`src/design/emf_pkg.sv`:
```
// Shared types and constants for the multichannel echo median filter.
// No dependencies; every other file refers to it by scoped names.
package emf_pkg;

    // Window and channel count
    localparam int WINDOW   = 5;
    localparam int CHANNELS = 4;
    localparam int MID      = WINDOW / 2;

    // Field widths
    localparam int CH_W   = 2;
    localparam int US_W   = 20;
    localparam int CM_W   = 15;
    localparam int SLOT_W = (WINDOW > 1) ? $clog2(WINDOW) : 1;
    localparam int ROW_W  = (CHANNELS > 1) ? $clog2(CHANNELS) : 1;

    // Stream byte-padded widths
    localparam int S_DATA_W = 24;
    localparam int M_DATA_W = 16;

    // cm = floor(us / 29 / 2) = floor(us / 58), done as multiply by rounded-up reciprocal
    localparam int US_PER_CM  = 29;
    localparam int ROUND_TRIP = 2;
    localparam int CM_DIVISOR = US_PER_CM * ROUND_TRIP;
    localparam int DIV_SHIFT  = 27;
    localparam int RECIP_W    = 22;
    localparam int PROD_W     = US_W + RECIP_W;
    localparam logic [RECIP_W-1:0] DIV_RECIP =
        RECIP_W'((2 ** DIV_SHIFT + CM_DIVISOR - 1) / CM_DIVISOR);

    typedef logic [CH_W-1:0]   channel_t;
    typedef logic [US_W-1:0]   us_t;
    typedef logic [CM_W-1:0]   cm_t;
    typedef logic [SLOT_W-1:0] slot_t;
    typedef logic [ROW_W-1:0]  row_t;
    typedef cm_t [WINDOW-1:0]  ring_t;

endpackage

```
`src/design/emf_us_to_cm.sv`:
```
// Echo time to centimetre conversion: floor(us / 58) by reciprocal multiply.
// Depends on emf_pkg.
module emf_us_to_cm
(
    input  emf_pkg::us_t echo_us,
    output emf_pkg::cm_t dist_cm
);

    logic [emf_pkg::PROD_W-1:0] prod;

    // reciprocal error times max input stays below 2^DIV_SHIFT, so the floor is exact
    assign prod = {{emf_pkg::RECIP_W{1'b0}}, echo_us}
                * {{emf_pkg::US_W{1'b0}}, emf_pkg::DIV_RECIP};

    assign dist_cm = prod[emf_pkg::DIV_SHIFT +: emf_pkg::CM_W];

endmodule

```
`src/design/emf_median.sv`:
```
// Median of one window: rank every entry in descending order, pick rank WINDOW/2.
// Depends on emf_pkg.
module emf_median
(
    input  emf_pkg::ring_t ring,
    output emf_pkg::cm_t   median
);

    emf_pkg::slot_t rank [emf_pkg::WINDOW];

    // ties broken by position, so ranks form a permutation
    always_comb
    begin
        for (int i = 0; i < emf_pkg::WINDOW; i++)
        begin
            rank[i] = '0;
            for (int j = 0; j < emf_pkg::WINDOW; j++)
            begin
                if ((ring[j] > ring[i]) || ((ring[j] == ring[i]) && (j < i)))
                begin
                    rank[i] = rank[i] + emf_pkg::slot_t'(1);
                end
            end
        end
    end

    always_comb
    begin
        median = '0;
        for (int i = 0; i < emf_pkg::WINDOW; i++)
        begin
            if (rank[i] == emf_pkg::slot_t'(emf_pkg::MID))
            begin
                median = ring[i];
            end
        end
    end

endmodule

```
`src/design/multichannel_echo_median_filter.sv`:
```
// Multichannel echo median filter: top level with the pipeline and per-channel windows.
// Depends on emf_pkg, emf_us_to_cm and emf_median.
//
// Each request carries one echo time (us) and a sensor channel. The block converts the
// time to whole centimetres as floor(us / 58), writes it over the oldest of the channel's
// last WINDOW readings and returns the channel together with the median of that window
// (lower middle value for an even window). Windows start all zero after reset and the
// zero slots count in the median until overwritten. A channel at or above CHANNELS
// changes nothing and returns median 0. The path is three registers deep: input
// register, conversion register, result register. One request is taken every cycle;
// only back-pressure on the result side slows it, and each stage keeps filling while
// the result register waits. Requests for the same channel back to back are fine: the
// window is updated in the same cycle the median is registered.
module multichannel_echo_median_filter
(
    input  logic                            clk,
    input  logic                            rst_n,

    input  logic                            s_tvalid,
    output logic                            s_tready,
    input  logic [emf_pkg::S_DATA_W-1:0]    s_tdata,   // [19:0] echo_us, rest zero
    input  logic [emf_pkg::CH_W-1:0]        s_tuser,   // [1:0] channel

    output logic                            m_tvalid,
    input  logic                            m_tready,
    output logic [emf_pkg::M_DATA_W-1:0]    m_tdata,   // [14:0] median_cm, [15] zero
    output logic [emf_pkg::CH_W-1:0]        m_tuser    // [1:0] out_channel
);

    // stage 1: input register
    logic              s1_valid_reg;
    emf_pkg::channel_t s1_channel_reg;
    emf_pkg::us_t      s1_us_reg;

    // stage 2: converted distance
    logic              s2_valid_reg;
    emf_pkg::channel_t s2_channel_reg;
    emf_pkg::cm_t      s2_cm_reg;

    // result register
    logic              out_valid_reg;
    emf_pkg::channel_t out_channel_reg;
    emf_pkg::cm_t      out_median_reg;

    // per-channel windows and write pointers
    emf_pkg::ring_t    ring_reg [emf_pkg::CHANNELS];
    emf_pkg::slot_t    slot_reg [emf_pkg::CHANNELS];

    logic              out_free;
    logic              s2_free;
    logic              s1_free;
    logic              s2_adv;
    logic              ch_ok;
    emf_pkg::row_t     row;
    emf_pkg::slot_t    cur_slot;
    emf_pkg::slot_t    slot_next;
    emf_pkg::ring_t    ring_next;
    emf_pkg::cm_t      conv_cm;
    emf_pkg::cm_t      win_median;

    // flow control: a stage loads when it is empty or its content moves on
    assign out_free = !out_valid_reg || m_tready;
    assign s2_free  = !s2_valid_reg || out_free;
    assign s1_free  = !s1_valid_reg || s2_free;
    assign s2_adv   = s2_valid_reg && out_free;
    assign s_tready = s1_free;

    emf_us_to_cm u_conv
    (
        .echo_us (s1_us_reg),
        .dist_cm (conv_cm)
    );

    // window lookup with the new sample already in place
    assign ch_ok = 32'(s2_channel_reg) < 32'(emf_pkg::CHANNELS);
    assign row   = emf_pkg::row_t'(s2_channel_reg);

    always_comb
    begin
        cur_slot  = slot_reg[row];
        ring_next = ring_reg[row];
        ring_next[cur_slot] = s2_cm_reg;
        if (cur_slot >= emf_pkg::slot_t'(emf_pkg::WINDOW - 1))
        begin
            slot_next = '0;
        end
        else
        begin
            slot_next = cur_slot + emf_pkg::slot_t'(1);
        end
    end

    emf_median u_median
    (
        .ring   (ring_next),
        .median (win_median)
    );

    always_ff @(posedge clk or negedge rst_n)
    begin
        if (!rst_n)
        begin
            s1_valid_reg  <= 1'b0;
            s2_valid_reg  <= 1'b0;
            out_valid_reg <= 1'b0;
        end
        else
        begin
            if (s1_free)
            begin
                s1_valid_reg <= s_tvalid;
            end
            if (s2_free)
            begin
                s2_valid_reg <= s1_valid_reg;
            end
            if (out_free)
            begin
                out_valid_reg <= s2_valid_reg;
            end
        end
    end

    always_ff @(posedge clk)
    begin
        if (s_tvalid && s1_free)
        begin
            s1_channel_reg <= s_tuser;
            s1_us_reg      <= s_tdata[emf_pkg::US_W-1:0];
        end
        if (s1_valid_reg && s2_free)
        begin
            s2_channel_reg <= s1_channel_reg;
            s2_cm_reg      <= conv_cm;
        end
        if (s2_adv)
        begin
            out_channel_reg <= s2_channel_reg;
            out_median_reg  <= ch_ok ? win_median : '0;
        end
    end

    // window state, cleared at reset (model windows start all zero)
    always_ff @(posedge clk or negedge rst_n)
    begin
        if (!rst_n)
        begin
            for (int c = 0; c < emf_pkg::CHANNELS; c++)
            begin
                ring_reg[c] <= '0;
                slot_reg[c] <= '0;
            end
        end
        else if (s2_adv && ch_ok)
        begin
            ring_reg[row] <= ring_next;
            slot_reg[row] <= slot_next;
        end
    end

    assign m_tvalid = out_valid_reg;
    assign m_tuser  = out_channel_reg;
    assign m_tdata  = {{(emf_pkg::M_DATA_W - emf_pkg::CM_W){1'b0}}, out_median_reg};

endmodule

```
`config.mk`:
```
export PLATFORM = sky130hd
export DESIGN_NAME = multichannel_echo_median_filter
export DESIGN_NICKNAME = d
export VERILOG_FILES = /design/src/design/emf_pkg.sv /design/src/design/emf_us_to_cm.sv /design/src/design/emf_median.sv /design/src/design/multichannel_echo_median_filter.sv
export SDC_FILE = /design/constraint.sdc
export NUM_CORES = 1
export LEC_CHECK = 0
export CAP_MARGIN = 20
export CORE_MARGIN = 5
export CORE_UTILIZATION = 55
export DETAILED_ROUTE_END_ITERATION = 6
export DONT_BUFFER_PORTS = 1
export HOLD_SLACK_MARGIN = 0.02
export PLACE_DENSITY = 0.76
export SLEW_MARGIN = 20
export SYNTH_ARGS = -nofsm -noshare
export SYNTH_HDL_FRONTEND = slang
export SYNTH_SLANG_ARGS = --single-unit
```
`constraint.sdc`:
```
create_clock -name clk -period 6.21 [get_ports clk]
set_input_delay 0.621 -clock clk [delete_from_list [all_inputs] [get_ports clk]]
set_output_delay 0.621 -clock clk [all_outputs]
set_load 0.05 [all_outputs]
```
# [Word level (Yosys, flattened, before mapping)]
# Cells that the tools add are included.
[word_totals] regBits=371 in_bits=30 output_inout_bits=20 elab_cells=168
[op_classes] addsub=21 n_mul=1 n_lt_le_gt_ge=30 n_eq_ne=15 muxes=46 bitwise_logic=1 n_reduce_logical=21
[op_table] op="$gt 15x15->1" n=25
[op_table] op="$bwmux 300" n=1
[op_table] op="$mux 75" n=3
[op_table] op="$bmux 75 s2" n=1
[op_table] op="$demux 75 s2" n=1
[op_table] op="$eq 15x15->1" n=10
[op_table] op="$mux 15" n=6
[op_table] op="$bwmux 75" n=1
[op_table] op="$mux 3" n=24
[op_table] op="$add 3x1->3 const B" n=21
[op_table] op="$demux 15 s3" n=1
[op_table] op="$mul 20x22->42 const B" n=1
[op_table] op="$eq 3x2->1 const B" n=5
[op_table] op="$logic_or 1x1->1" n=13
[op_table] op="$bwmux 12" n=1
[op_table] op="$bmux 3 s2" n=1
[op_table] op="$demux 3 s2" n=1
[op_table] op="$ge 3x3->1 const B" n=2
[op_table] op="$logic_and 1x1->1" n=5
[op_table] op="$mux 1" n=5
[op_table] op="$lt 3x4->1 const B" n=1
[op_table] op="$ge 3x1->1 const B" n=1
[op_table] op="$logic_not 1->1" n=3
[op_table] op="$lt 3x1->1 const B" n=1
[op_table] op="$not 2->3" n=1

# [Logic depth before layout (Yosys ltp)]
# Gate-level depths: netlist (run 1).
[depth] word_depth=25 mapped_depth=31 depth_no_buf=27

# [Modules after synthesis]
# From an unflattened synthesis (run 1), not the netlist that was laid out.
[hier_totals] cells_unflattened=2744 hier_area_um2=28732.6
[by_module_without_submodules] module="multichannel_echo_median_filter" instances=1 cells_each=1347 area_each_um2=16016.6 seq_area_each_um2=9564.2
[by_module_without_submodules] module="emf_us_to_cm" instances=1 cells_each=769 area_each_um2=7751.2 seq_area_each_um2=0.0
[by_module_without_submodules] module="emf_median" instances=1 cells_each=628 area_each_um2=4964.8 seq_area_each_um2=0.0

# [Worst setup path after synthesis (run 1)]
# Ideal clock, no wire load.
[synth_path] kind="register to register" startpoint="register s1_us_reg[11]" endpoint="register s2_cm_reg[14], data pin" setup_ns=0.258 arrival_time_ns=5.997 required_time_ns=5.952 setup_slack_ns=-0.045 path_stages_with_launch=21 path_buffers=0 period_less_slack_ns=6.255 cell_sequence="edfxtp_1 -> fa_1 -> inv_1 -> fa_1 -> inv_1 -> fa_1 -> fa_1 -> fa_1 -> fa_1 -> fa_1 -> ha_1 -> a211oi_1 -> o21ai_0 -> o2111ai_1 -> nand3_1 -> o211a_1 -> o21ai_1 -> o211ai_1 -> a31o_2 -> a21oi_1 -> xnor2_1"
[synth_between] elab_chain_cells=1
[synth_lines] element="start, declared" line="multichannel_echo_median_filter.sv:33" rtl="emf_pkg::us_t s1_us_reg;"
[synth_lines] element="start signal, assigned" line="multichannel_echo_median_filter.sv:129" rtl="s1_us_reg <= s_tdata[emf_pkg::US_W-1:0];"
[synth_lines] element="$mul 20x22->42" line="emf_us_to_cm.sv:13" rtl="* {{emf_pkg::US_W{1'b0}}, emf_pkg::DIV_RECIP};"
[synth_lines] element="named net conv_cm[14]" line="multichannel_echo_median_filter.sv:58" rtl="emf_pkg::cm_t conv_cm;"
[synth_lines] element="end signal, assigned" line="multichannel_echo_median_filter.sv:134" rtl="s2_cm_reg <= conv_cm;"
[synth_lines] element="end, declared" line="multichannel_echo_median_filter.sv:38" rtl="emf_pkg::cm_t s2_cm_reg;"
# The timed path passes the listed nets, and every way through them passes these cells.
# A chain may end at the register's enable or synchronous reset.

# [Worst setup path in the final report (run 1)]
[layout_path] startpoint="register s1_us_reg[17]" endpoint="register s2_cm_reg[13], data pin"
# Same word-level chain as after synthesis.

==> metrics.cfg, run 1 <==
[run_status]
status=complete, but fails checks
violations=negative hold slack, negative setup slack

[sta]
fmax_mhz=159.4
fin_ws_ns=-0.06542
slew_headroom_pct=33.21
timing.hold.ws_ns=-0.2416
tightestPinTransition_ns=1.002
setup_viol=4
finClkSkew_ns=0.01916
setup_tns_ns=-0.1039
finalCriticalPeriod_ns=6.275
rsz0062_at_grt=yes
final_max_slew_viol_count=0
hold_violations=315
period_share_pct=101.1

[finish]
fin_nets=3361
final_cell_mix=375 x nand2_1, 348 x ha_1, 329 x o21ai_0
drive_above_1_share_pct=18.08
layout_commonest_cell=nand2_1
largest_register_ffs=300
syn_to_final_growth_pct=16.10

[critical_path]
worstSetupEndpointType=register
critical_path.startpoint=s1_us_reg[17]$_DFFE_PP_
path_max_fanout=3
crit_required_ns=6.53
crit_end=s2_cm_reg[13]$_DFFE_PP_
rr_endpoint=s2_cm_reg[13]$_DFFE_PP_
rrSetupSlack_ns=-0.07
worstSetupStartpointType=register
reg2regPathDepth=20
crit_type=register to register
critPathArrivalTime_ns=6.59
timing.rr.start=s1_us_reg[17]$_DFFE_PP_

[logic_synthesis]
async_flop_share_pct=84.91
syn_area_per_cell_um2=10.49
ys.flop_type=dfrtp_1
ys_seq_area_share_pct=34.55
synth_area_um2=27680
syn_nets=3199
synth_cell_types=71
synth-seq-cells=371
synth_warnings=0
synth_edf_count=56
syn_inst=2638

[grt]
grt_start_max_net_pins=316
overflow=0
antenna_found_initial=1
grt_usage_pct=26.48
grt_pass1_wl_mm=114.8
grt_pass1_vias=21510

[die]
start_util_pct=55.40
fp.dieH_um=234.3
die-area_um2=54920
num_rows=82
die_w_um=234.3
ios=50
core_area_um2=49970

[placement]
place_hpwl_mm=52.90
io_buffer_count=0
place.gp.congestion=1.017

[run]
maxCapViolCount=0

[routing]
dr.pass1.iters=5
totalWireLength_mm=72.06
viasPerCell=5.868
final_antenna_net_count=0
post_drt_wl_per_cell_um=20.56
drt_iter0_drc=1450
vias=20570
drc=0

[clock_network]
cts_tree=built
insertion_delay_ns=0.58
htree_num_levels=2
cts.sinks=371
cts_buffers=41
path_clk_slew_ns=0.07
clockBufferDepth=3
root_buffer=clkbuf_16

[hold_path]
hold_class=primary input to asynchronous set/reset pin

-- worst max-delay path: stages, from the launching register on --
cell      delay (ns)
edfxtp_1        0.47
buf_4           0.18
fa_2            0.61
fa_1            0.47
fa_1            0.55
fa_2            0.62
fa_1            0.44
fa_1            0.58
ha_4            0.23
ha_4            0.24
nand4_1         0.11
nor2_1          0.07
buf_4           0.13
nand4_1         0.10
nand3_2         0.10
o211a_1         0.28
o21ai_4         0.17
o211ai_1        0.14
a31o_2          0.27
buf_4           0.13
xor2_1          0.13
-- synth_stat cells, types with 8 or more instances --
| cell type | n | share of area [%] |
|---|---|---|
| or2_0 | 12 | 0.27 |
| nand3_1 | 21 | 0.38 |
| mux2i_1 | 91 | 3.3 |
| edfxtp_1 | 56 | 6.1 |
| clkbuf_1 | 84 | 1.1 |
| nor2b_1 | 18 | 0.41 |
| nor3_1 | 13 | 0.24 |
| buf_2 | 12 | 0.22 |
| a21oi_1 | 58 | 1.0 |
| nand2b_1 | 20 | 0.45 |
| dfrtp_1 | 315 | 28 |
| o31a_1 | 16 | 0.51 |
| fa_1 | 163 | 12 |
| inv_1 | 327 | 4.4 |
| o221a_1 | 15 | 0.61 |
| xnor2_1 | 8 | 0.25 |
| nand2_1 | 376 | 5.1 |
| a21o_1 | 37 | 1.0 |
| nor2_1 | 34 | 0.46 |
| ha_1 | 368 | 17 |
| o21a_1 | 19 | 0.52 |
| mux4_2 | 79 | 6.4 |
| o21ai_0 | 338 | 6.1 |
| nand4_1 | 35 | 0.79 |
-- per-layer routing --
metal | wire length, µm | track usage, % | up-vias
met5 | 0 | 0 | -
met3 | 4522 | 4.177 | 161
met1 | 29520 | 35.18 | 10280
met2 | 35180 | 44.15 | 696
met4 | 2834 | 10.25 | 0
li1 | - | - | 9430
-- layout make-up --
type                    instances  area [µm²]
diodes                          1       2.502
inverters                     329        1235
repair buffers                227        1909
well taps                     672       840.8
multi-input cells            1830       17210
flip-flops and latches        371        9564
fillers                      3778       17830
clock buffers                  62        1236
clock inverters                13       138.9
-- cell families (layout without fill, tap and decap cells) --
logic type	after synthesis	count (layout)	synth area share (%)
flops	371	371	34.55
buf+inv	437	631	6.075
fa+ha+maj	531	531	28.42
xor+xnor	13	13	0.4113
compound gates	537	537	11.38
simple gates	576	576	9.307
other cells	1	2	0.01355
mux	172	172	9.840
-- metrics by stage --
step	worst slack, ns	hold slack [ns]	instances	cell area (µm²)	util [%]
6_report	-0.06542	-0.2416	3505	32140	64.32
5_1_grt	-0.2296	-0.2674	3504	32130	64.31
4_1_cts	0.005743	-0.2690	3490	31390	62.83
3_5_place_dp	-0.2559	0.3459	3406	29750	59.54
3_3_place_gp	-0.2016	0.3448	3406	29750	59.54
2_1_floorplan	0.003145	0.3254	2638	27680	-
-- worst min-delay path by stage --
stage | start | slack (ns) | cells past startpoint | to
5_1_grt | rst_n | -0.27 | 0 | ring_reg[97]$_DFFE_PN0P_
3_3_place_gp | rst_n | 0.34 | 0 | ring_reg[247]$_DFFE_PN0P_
6_report | rst_n | -0.24 | 0 | ring_reg[205]$_DFFE_PN0P_
2_1_floorplan | rst_n | 0.33 | 0 | m_tvalid$_DFFE_PN0P_
4_1_cts | rst_n | -0.27 | 0 | ring_reg[205]$_DFFE_PN0P_
3_5_place_dp | rst_n | 0.35 | 0 | ring_reg[128]$_DFFE_PN0P_
-- repair_timing --
| item | CTS | global route |
|---|---|---|
| pin swaps | 33 | 68 |
| gates resized for setup | 32 | 135 |
| endpoints found under the hold margin | 315 | 315 |
| gates cloned | 1 | 0 |
| setup buffers | 8 | 14 |
| endpoints found under the setup margin | 23 | 22 |
Power of run 1 is not shown: default switching activity piles up to over one toggle a cycle in this logic, so the estimate is an artifact.
==> run 2: changes to the inputs <==
--- a/config.mk
+++ b/config.mk
@@ -6,12 +6,14 @@
 export NUM_CORES = 1
 export LEC_CHECK = 0
 export CAP_MARGIN = 20
+export CELL_PAD_IN_SITES_DETAIL_PLACEMENT = 1
+export CELL_PAD_IN_SITES_GLOBAL_PLACEMENT = 2
 export CORE_MARGIN = 5
-export CORE_UTILIZATION = 55
+export CORE_UTILIZATION = 40
 export DETAILED_ROUTE_END_ITERATION = 6
 export DONT_BUFFER_PORTS = 1
 export HOLD_SLACK_MARGIN = 0.02
-export PLACE_DENSITY = 0.76
+export PLACE_DENSITY = 0.81
 export SLEW_MARGIN = 20
 export SYNTH_ARGS = -nofsm -noshare
 export SYNTH_HDL_FRONTEND = slang
==> run 2 against run 1 <==
- final area grew 6.7%
- worst hold slack got worse by 0.033 ns
- sequential cell count is the same
- via count rose by 0.80%
- non-clock buffer count grew 176
- the run ends with negative hold slack left
- clock skew up 0.0033 ns
- register-to-register slack improved by 0.09 ns
==> metrics.cfg, run 2 (synthesized netlist as in run 1, its figures left out) <==
[routing]
final_antenna_net_count=0
drt_iter0_drc=950
dr.pass1.iters=4
vias=20730
viasPerCell=5.257
totalWireLength_mm=86.87
post_drt_wl_per_cell_um=22.02
drc=0

[grt]
antenna_found_initial=4
grt_usage_pct=23.01
grt_start_max_net_pins=316
grt_pass1_vias=23170
overflow=0
grt_pass1_wl_mm=133.4

[clock_network]
cts.sinks=371
path_clk_slew_ns=0.06
cts_buffers=44
insertion_delay_ns=0.59
root_buffer=clkbuf_16
clockBufferDepth=3
cts_tree=built
htree_num_levels=2

[placement]
place_hpwl_mm=65.66
io_buffer_count=0
place.gp.congestion=0.9112

[die]
core_area_um2=68590
die_w_um=273.1
fp.dieH_um=273.1
num_rows=96
die-area_um2=74560
ios=50
start_util_pct=40.36

[finish]
syn_to_final_growth_pct=23.83
ff_latch_area_um2=9564
multiInputGateArea_um2=17490
layout_commonest_cell=nand2_1
drive_above_1_share_pct=24.26
n_antenna_cell=0
final_cell_mix=372 x nand2_1, 355 x buf_4, 340 x ha_1
num-fill-cells=7392
fin_nets=3540
largest_register_ffs=300

[sta]
finClkSkew_ns=0.02242
final_max_slew_viol_count=0
fmax_mhz=161.6
timing.hold.ws_ns=-0.2743
finalCriticalPeriod_ns=6.189
setup_tns_ns=0
tightestPinTransition_ns=1.356
setup_viol=0
hold_violations=198
rsz0062_at_grt=yes
period_share_pct=99.66
slew_headroom_pct=9.582

[run_status]
violations=negative hold slack
status=complete, but fails checks

[critical_path]
rrSetupSlack_ns=0.02
path_max_fanout=3
reg2regPathDepth=22
timing.rr.start=s1_us_reg[14]$_DFFE_PP_
worstSetupStartpointType=register
crit_required_ns=6.53
worstSetupEndpointType=register
critPathArrivalTime_ns=6.51
critical_path.startpoint=s1_us_reg[14]$_DFFE_PP_
rr_endpoint=s2_cm_reg[13]$_DFFE_PP_
crit_type=register to register

[run]
maxCapViolCount=0

[hold_path]
hold_class=primary input to asynchronous set/reset pin

run 2: routing by layer:
layer  up-vias  GRT usage (%)  part of all wire [%]
li1       9787              -                     -
met1     10540          28.06                    42
met2       270          41.72                    52
met3       130          3.090                   2.6
met4         2          8.310                   3.5
met5         -              0                 0.012
run 2: worst max-delay path: stages, from the launching register on:
cell      delay (ns)
edfxtp_1        0.34
inv_1           0.07
fa_1            0.54
inv_1           0.06
buf_4           0.14
fa_2            0.59
fa_1            0.43
fa_1            0.47
fa_1            0.52
fa_1            0.50
ha_1            0.31
ha_1            0.34
nand2_1         0.11
nor2_2          0.05
buf_4           0.13
nand4_1         0.11
nand3_2         0.11
o211a_1         0.27
o21ai_2         0.18
o211ai_1        0.15
a31o_2          0.24
buf_4           0.13
xor2_1          0.13
run 2: worst max path at each step:
stage                             endpoint  slack [ns]  cells after the start
6_report           s2_cm_reg[13]$_DFFE_PP_        0.02                     22
5_1_grt            s2_cm_reg[14]$_DFFE_PP_       -0.23                     22
4_1_cts            s2_cm_reg[14]$_DFFE_PP_      -0.005                     22
3_5_place_dp   out_median_reg[2]$_DFFE_PP_       -0.42                     28
3_3_place_gp   out_median_reg[2]$_DFFE_PP_       -0.33                     28
2_1_floorplan      s2_cm_reg[14]$_DFFE_PP_       0.003                     20
run 2: cell type report:
cell class,instances,share of cell area [%]
clock inverters,14,0.3723
inverters,329,3.610
repair buffers,403,9.900
well taps,931,3.399
flip-flops and latches,371,27.90
clock buffers,66,3.775
multi-input cells,1830,51.04
run 2: repair_timing:
item                                   CTS  global route
gates cloned                             0             3
setup buffers                           16            49
resized for setup                       88           153
pin swaps                               65            68
setup endpoints to repair               25            27
endpoints found under the hold margin  315           315
run 2: through the flow:
stage	util (%)	cells	cell area [µm²]	setup slack (ns)
final	49.97	3944	34280	0.02095
after detailed placement	45.41	3801	31150	-0.4220
after floorplan	-	2638	27680	0.003145
after CTS	48.31	3897	33130	-0.005123
after global routing	49.97	3944	34280	-0.2346
after global placement	45.41	3801	31150	-0.3261
Power of run 2 is left out for the same reason.
==> run 3: changes to the inputs <==
--- a/config.mk
+++ b/config.mk
@@ -8,12 +8,13 @@
 export CAP_MARGIN = 20
 export CELL_PAD_IN_SITES_DETAIL_PLACEMENT = 1
 export CELL_PAD_IN_SITES_GLOBAL_PLACEMENT = 2
+export CORE_ASPECT_RATIO = 1.25
 export CORE_MARGIN = 5
-export CORE_UTILIZATION = 40
+export CORE_UTILIZATION = 44
 export DETAILED_ROUTE_END_ITERATION = 6
 export DONT_BUFFER_PORTS = 1
 export HOLD_SLACK_MARGIN = 0.02
-export PLACE_DENSITY = 0.81
+export PLACE_DENSITY_LB_ADDON = 0.1
 export SLEW_MARGIN = 20
 export SYNTH_ARGS = -nofsm -noshare
 export SYNTH_HDL_FRONTEND = slang
==> constraint.sdc (replaced) <==
create_clock -name clk -period 6.8 [get_ports clk]
set_input_delay 0.68 -clock clk [delete_from_list [all_inputs] [get_ports clk]]
set_output_delay 0.68 -clock clk [all_outputs]
set_load 0.05 [all_outputs]
==> run 3 against run 2 <==
- the run still ends with negative hold slack left
- worst setup slack better by 0.16 ns
- clock skew rose by 0.0098 ns
- global-route usage is 1.5 points higher
- final area decreased by 8.6%
- register-to-register slack better by 0.16 ns
- via count down 3.7%
- non-clock buffer count fell by 217
- sequential share of layout area up 2.6 points
- first-iteration DRC count fell by 6.2%
- routed wire length down 4.9%
- cell count down 8.1%
==> metrics.cfg, run 3 (synthesized netlist as in run 1, its figures left out) <==
[routing]
vias=19970
drc=0
post_drt_wl_per_cell_um=22.80
totalWireLength_mm=82.61
viasPerCell=5.513
dr.pass1.iters=4
drt_iter0_drc=891
final_antenna_net_count=0

[finish]
n_antenna_cell=0
syn_to_final_growth_pct=13.15
num-fill-cells=6803
multiInputGateArea_um2=16530
final_util_pct=50.39
drive_above_1_share_pct=13.29
ff_latch_area_um2=9564
final_cell_mix=376 x nand2_1, 368 x ha_1, 338 x o21ai_0
layout_commonest_cell=nand2_1
fin_area_um2=31320
largest_register_ffs=300
fin_nets=3320

[critical_path]
reg2regPathDepth=21
worstSetupStartpointType=register
crit_type=register to register
timing.rr.start=s1_us_reg[12]$_DFFE_PP_
rr_endpoint=s2_cm_reg[14]$_DFFE_PP_
worstSetupEndpointType=register
critPathArrivalTime_ns=6.93
rrSetupSlack_ns=0.18
path_max_fanout=4
crit_required_ns=7.12

[sta]
period_share_pct=97.31
setup_tns_ns=0
finalCriticalPeriod_ns=6.617
finClkSkew_ns=0.03221
tightestPinTransition_ns=0.9298
hold_violations=315
timing.hold.ws_ns=-0.1942
fmax_mhz=151.1
setup_viol=0
final_max_slew_viol_count=0
slew_headroom_pct=38.01

[die]
core_area_um2=62150
num_rows=102
die-area_um2=68060
fp.dieH_um=290.4
die_w_um=234.3
ios=50
start_util_pct=44.54

[placement]
place_hpwl_mm=63.81
placed_area_um2=29760
io_buffer_count=0
place.gp.congestion=0.9382

[hold_path]
hold_class=primary input to asynchronous set/reset pin

[run]
maxCapViolCount=0

[clock_network]
cts_tree=built
cts.sinks=371
cts_buffers=41
root_buffer=clkbuf_16
insertion_delay_ns=0.58
path_clk_slew_ns=0.07
clockBufferDepth=3
htree_num_levels=2

[grt]
grt_start_max_net_pins=316
overflow=0
antenna_found_initial=0
grt_pass1_vias=22440
grt_pass1_wl_mm=129.3
grt_usage_pct=24.54

[run_status]
violations=negative hold slack
status=complete, but fails checks

==> run 3: cell count changes in the layout (fill, tap and decap cells not counted), sizes merged <==
cell      previous run  this run
buf                400       186
bufinv               1         4
clkbuf              69        58
clkinv               6        11
clkinvlp             1         0
inv                335       331
==> run 3: cell type report <==
type,instances,area share [%]
clock buffer,58,3.807
clock inverter,17,0.6951
inverter,329,3.943
multi-input combinational,1830,52.78
sequential,371,30.54
tap,832,3.324
timing repair buffer,186,4.910
==> run 3: worst max path at each step <==
stage	startpoint	endpoint	slack, ns	cells after the start
floorplan	s1_us_reg[11]$_DFFE_PP_	s2_cm_reg[14]$_DFFE_PP_	0.55	20
global placement	s1_us_reg[8]$_DFFE_PP_	s2_cm_reg[14]$_DFFE_PP_	0.10	20
detailed placement	row[0]$_DFFE_PP_	out_median_reg[2]$_DFFE_PP_	0.03	24
CTS	row[0]$_DFFE_PP_	out_median_reg[2]$_DFFE_PP_	0.0004	24
global route	row[0]$_DFFE_PP_	out_median_reg[0]$_DFFE_PP_	-0.05	27
finish	s1_us_reg[12]$_DFFE_PP_	s2_cm_reg[14]$_DFFE_PP_	0.18	21
==> run 3: stage by stage <==
stage	setup slack (ns)	instances
CTS	0.0003895	3613
floorplan	0.5450	2638
detailed placement	0.02604	3538
global route	-0.04662	3623
global placement	0.1029	3538
finish	0.1830	3623
==> run 3: worst max-delay path, cell delays in order (launching register included) <==
cell and delay (ns):
edfxtp_1 0.46, fa_1 0.59, inv_1 0.08, fa_1 0.48, inv_1 0.05, fa_1 0.48, fa_1 0.52, fa_1 0.54
fa_1 0.58, fa_1 0.43, ha_1 0.32, nand4_1 0.10, nor2_1 0.23, nand4_1 0.16, a31oi_1 0.17, buf_4 0.18
o211a_1 0.19, o21ai_2 0.10, o211ai_1 0.28, a31o_2 0.22, a21oi_1 0.08, xnor2_1 0.13
==> run 3: repair_timing <==
item	CTS	global route
endpoints found under the setup margin	0	22
buffers inserted	0	9
endpoints found under the hold margin	315	315
gates resized for setup	0	17
==> run 3: layer usage <==
| layer | GRT usage, % | part of all wire [%] |
|---|---|---|
| met5 | 0 | 0 |
| met4 | 8.462 | 4.2 |
| met3 | 2.394 | 2.3 |
| met2 | 46.31 | 54 |
| met1 | 28.73 | 40 |
Power of run 3 is left out for the same reason.
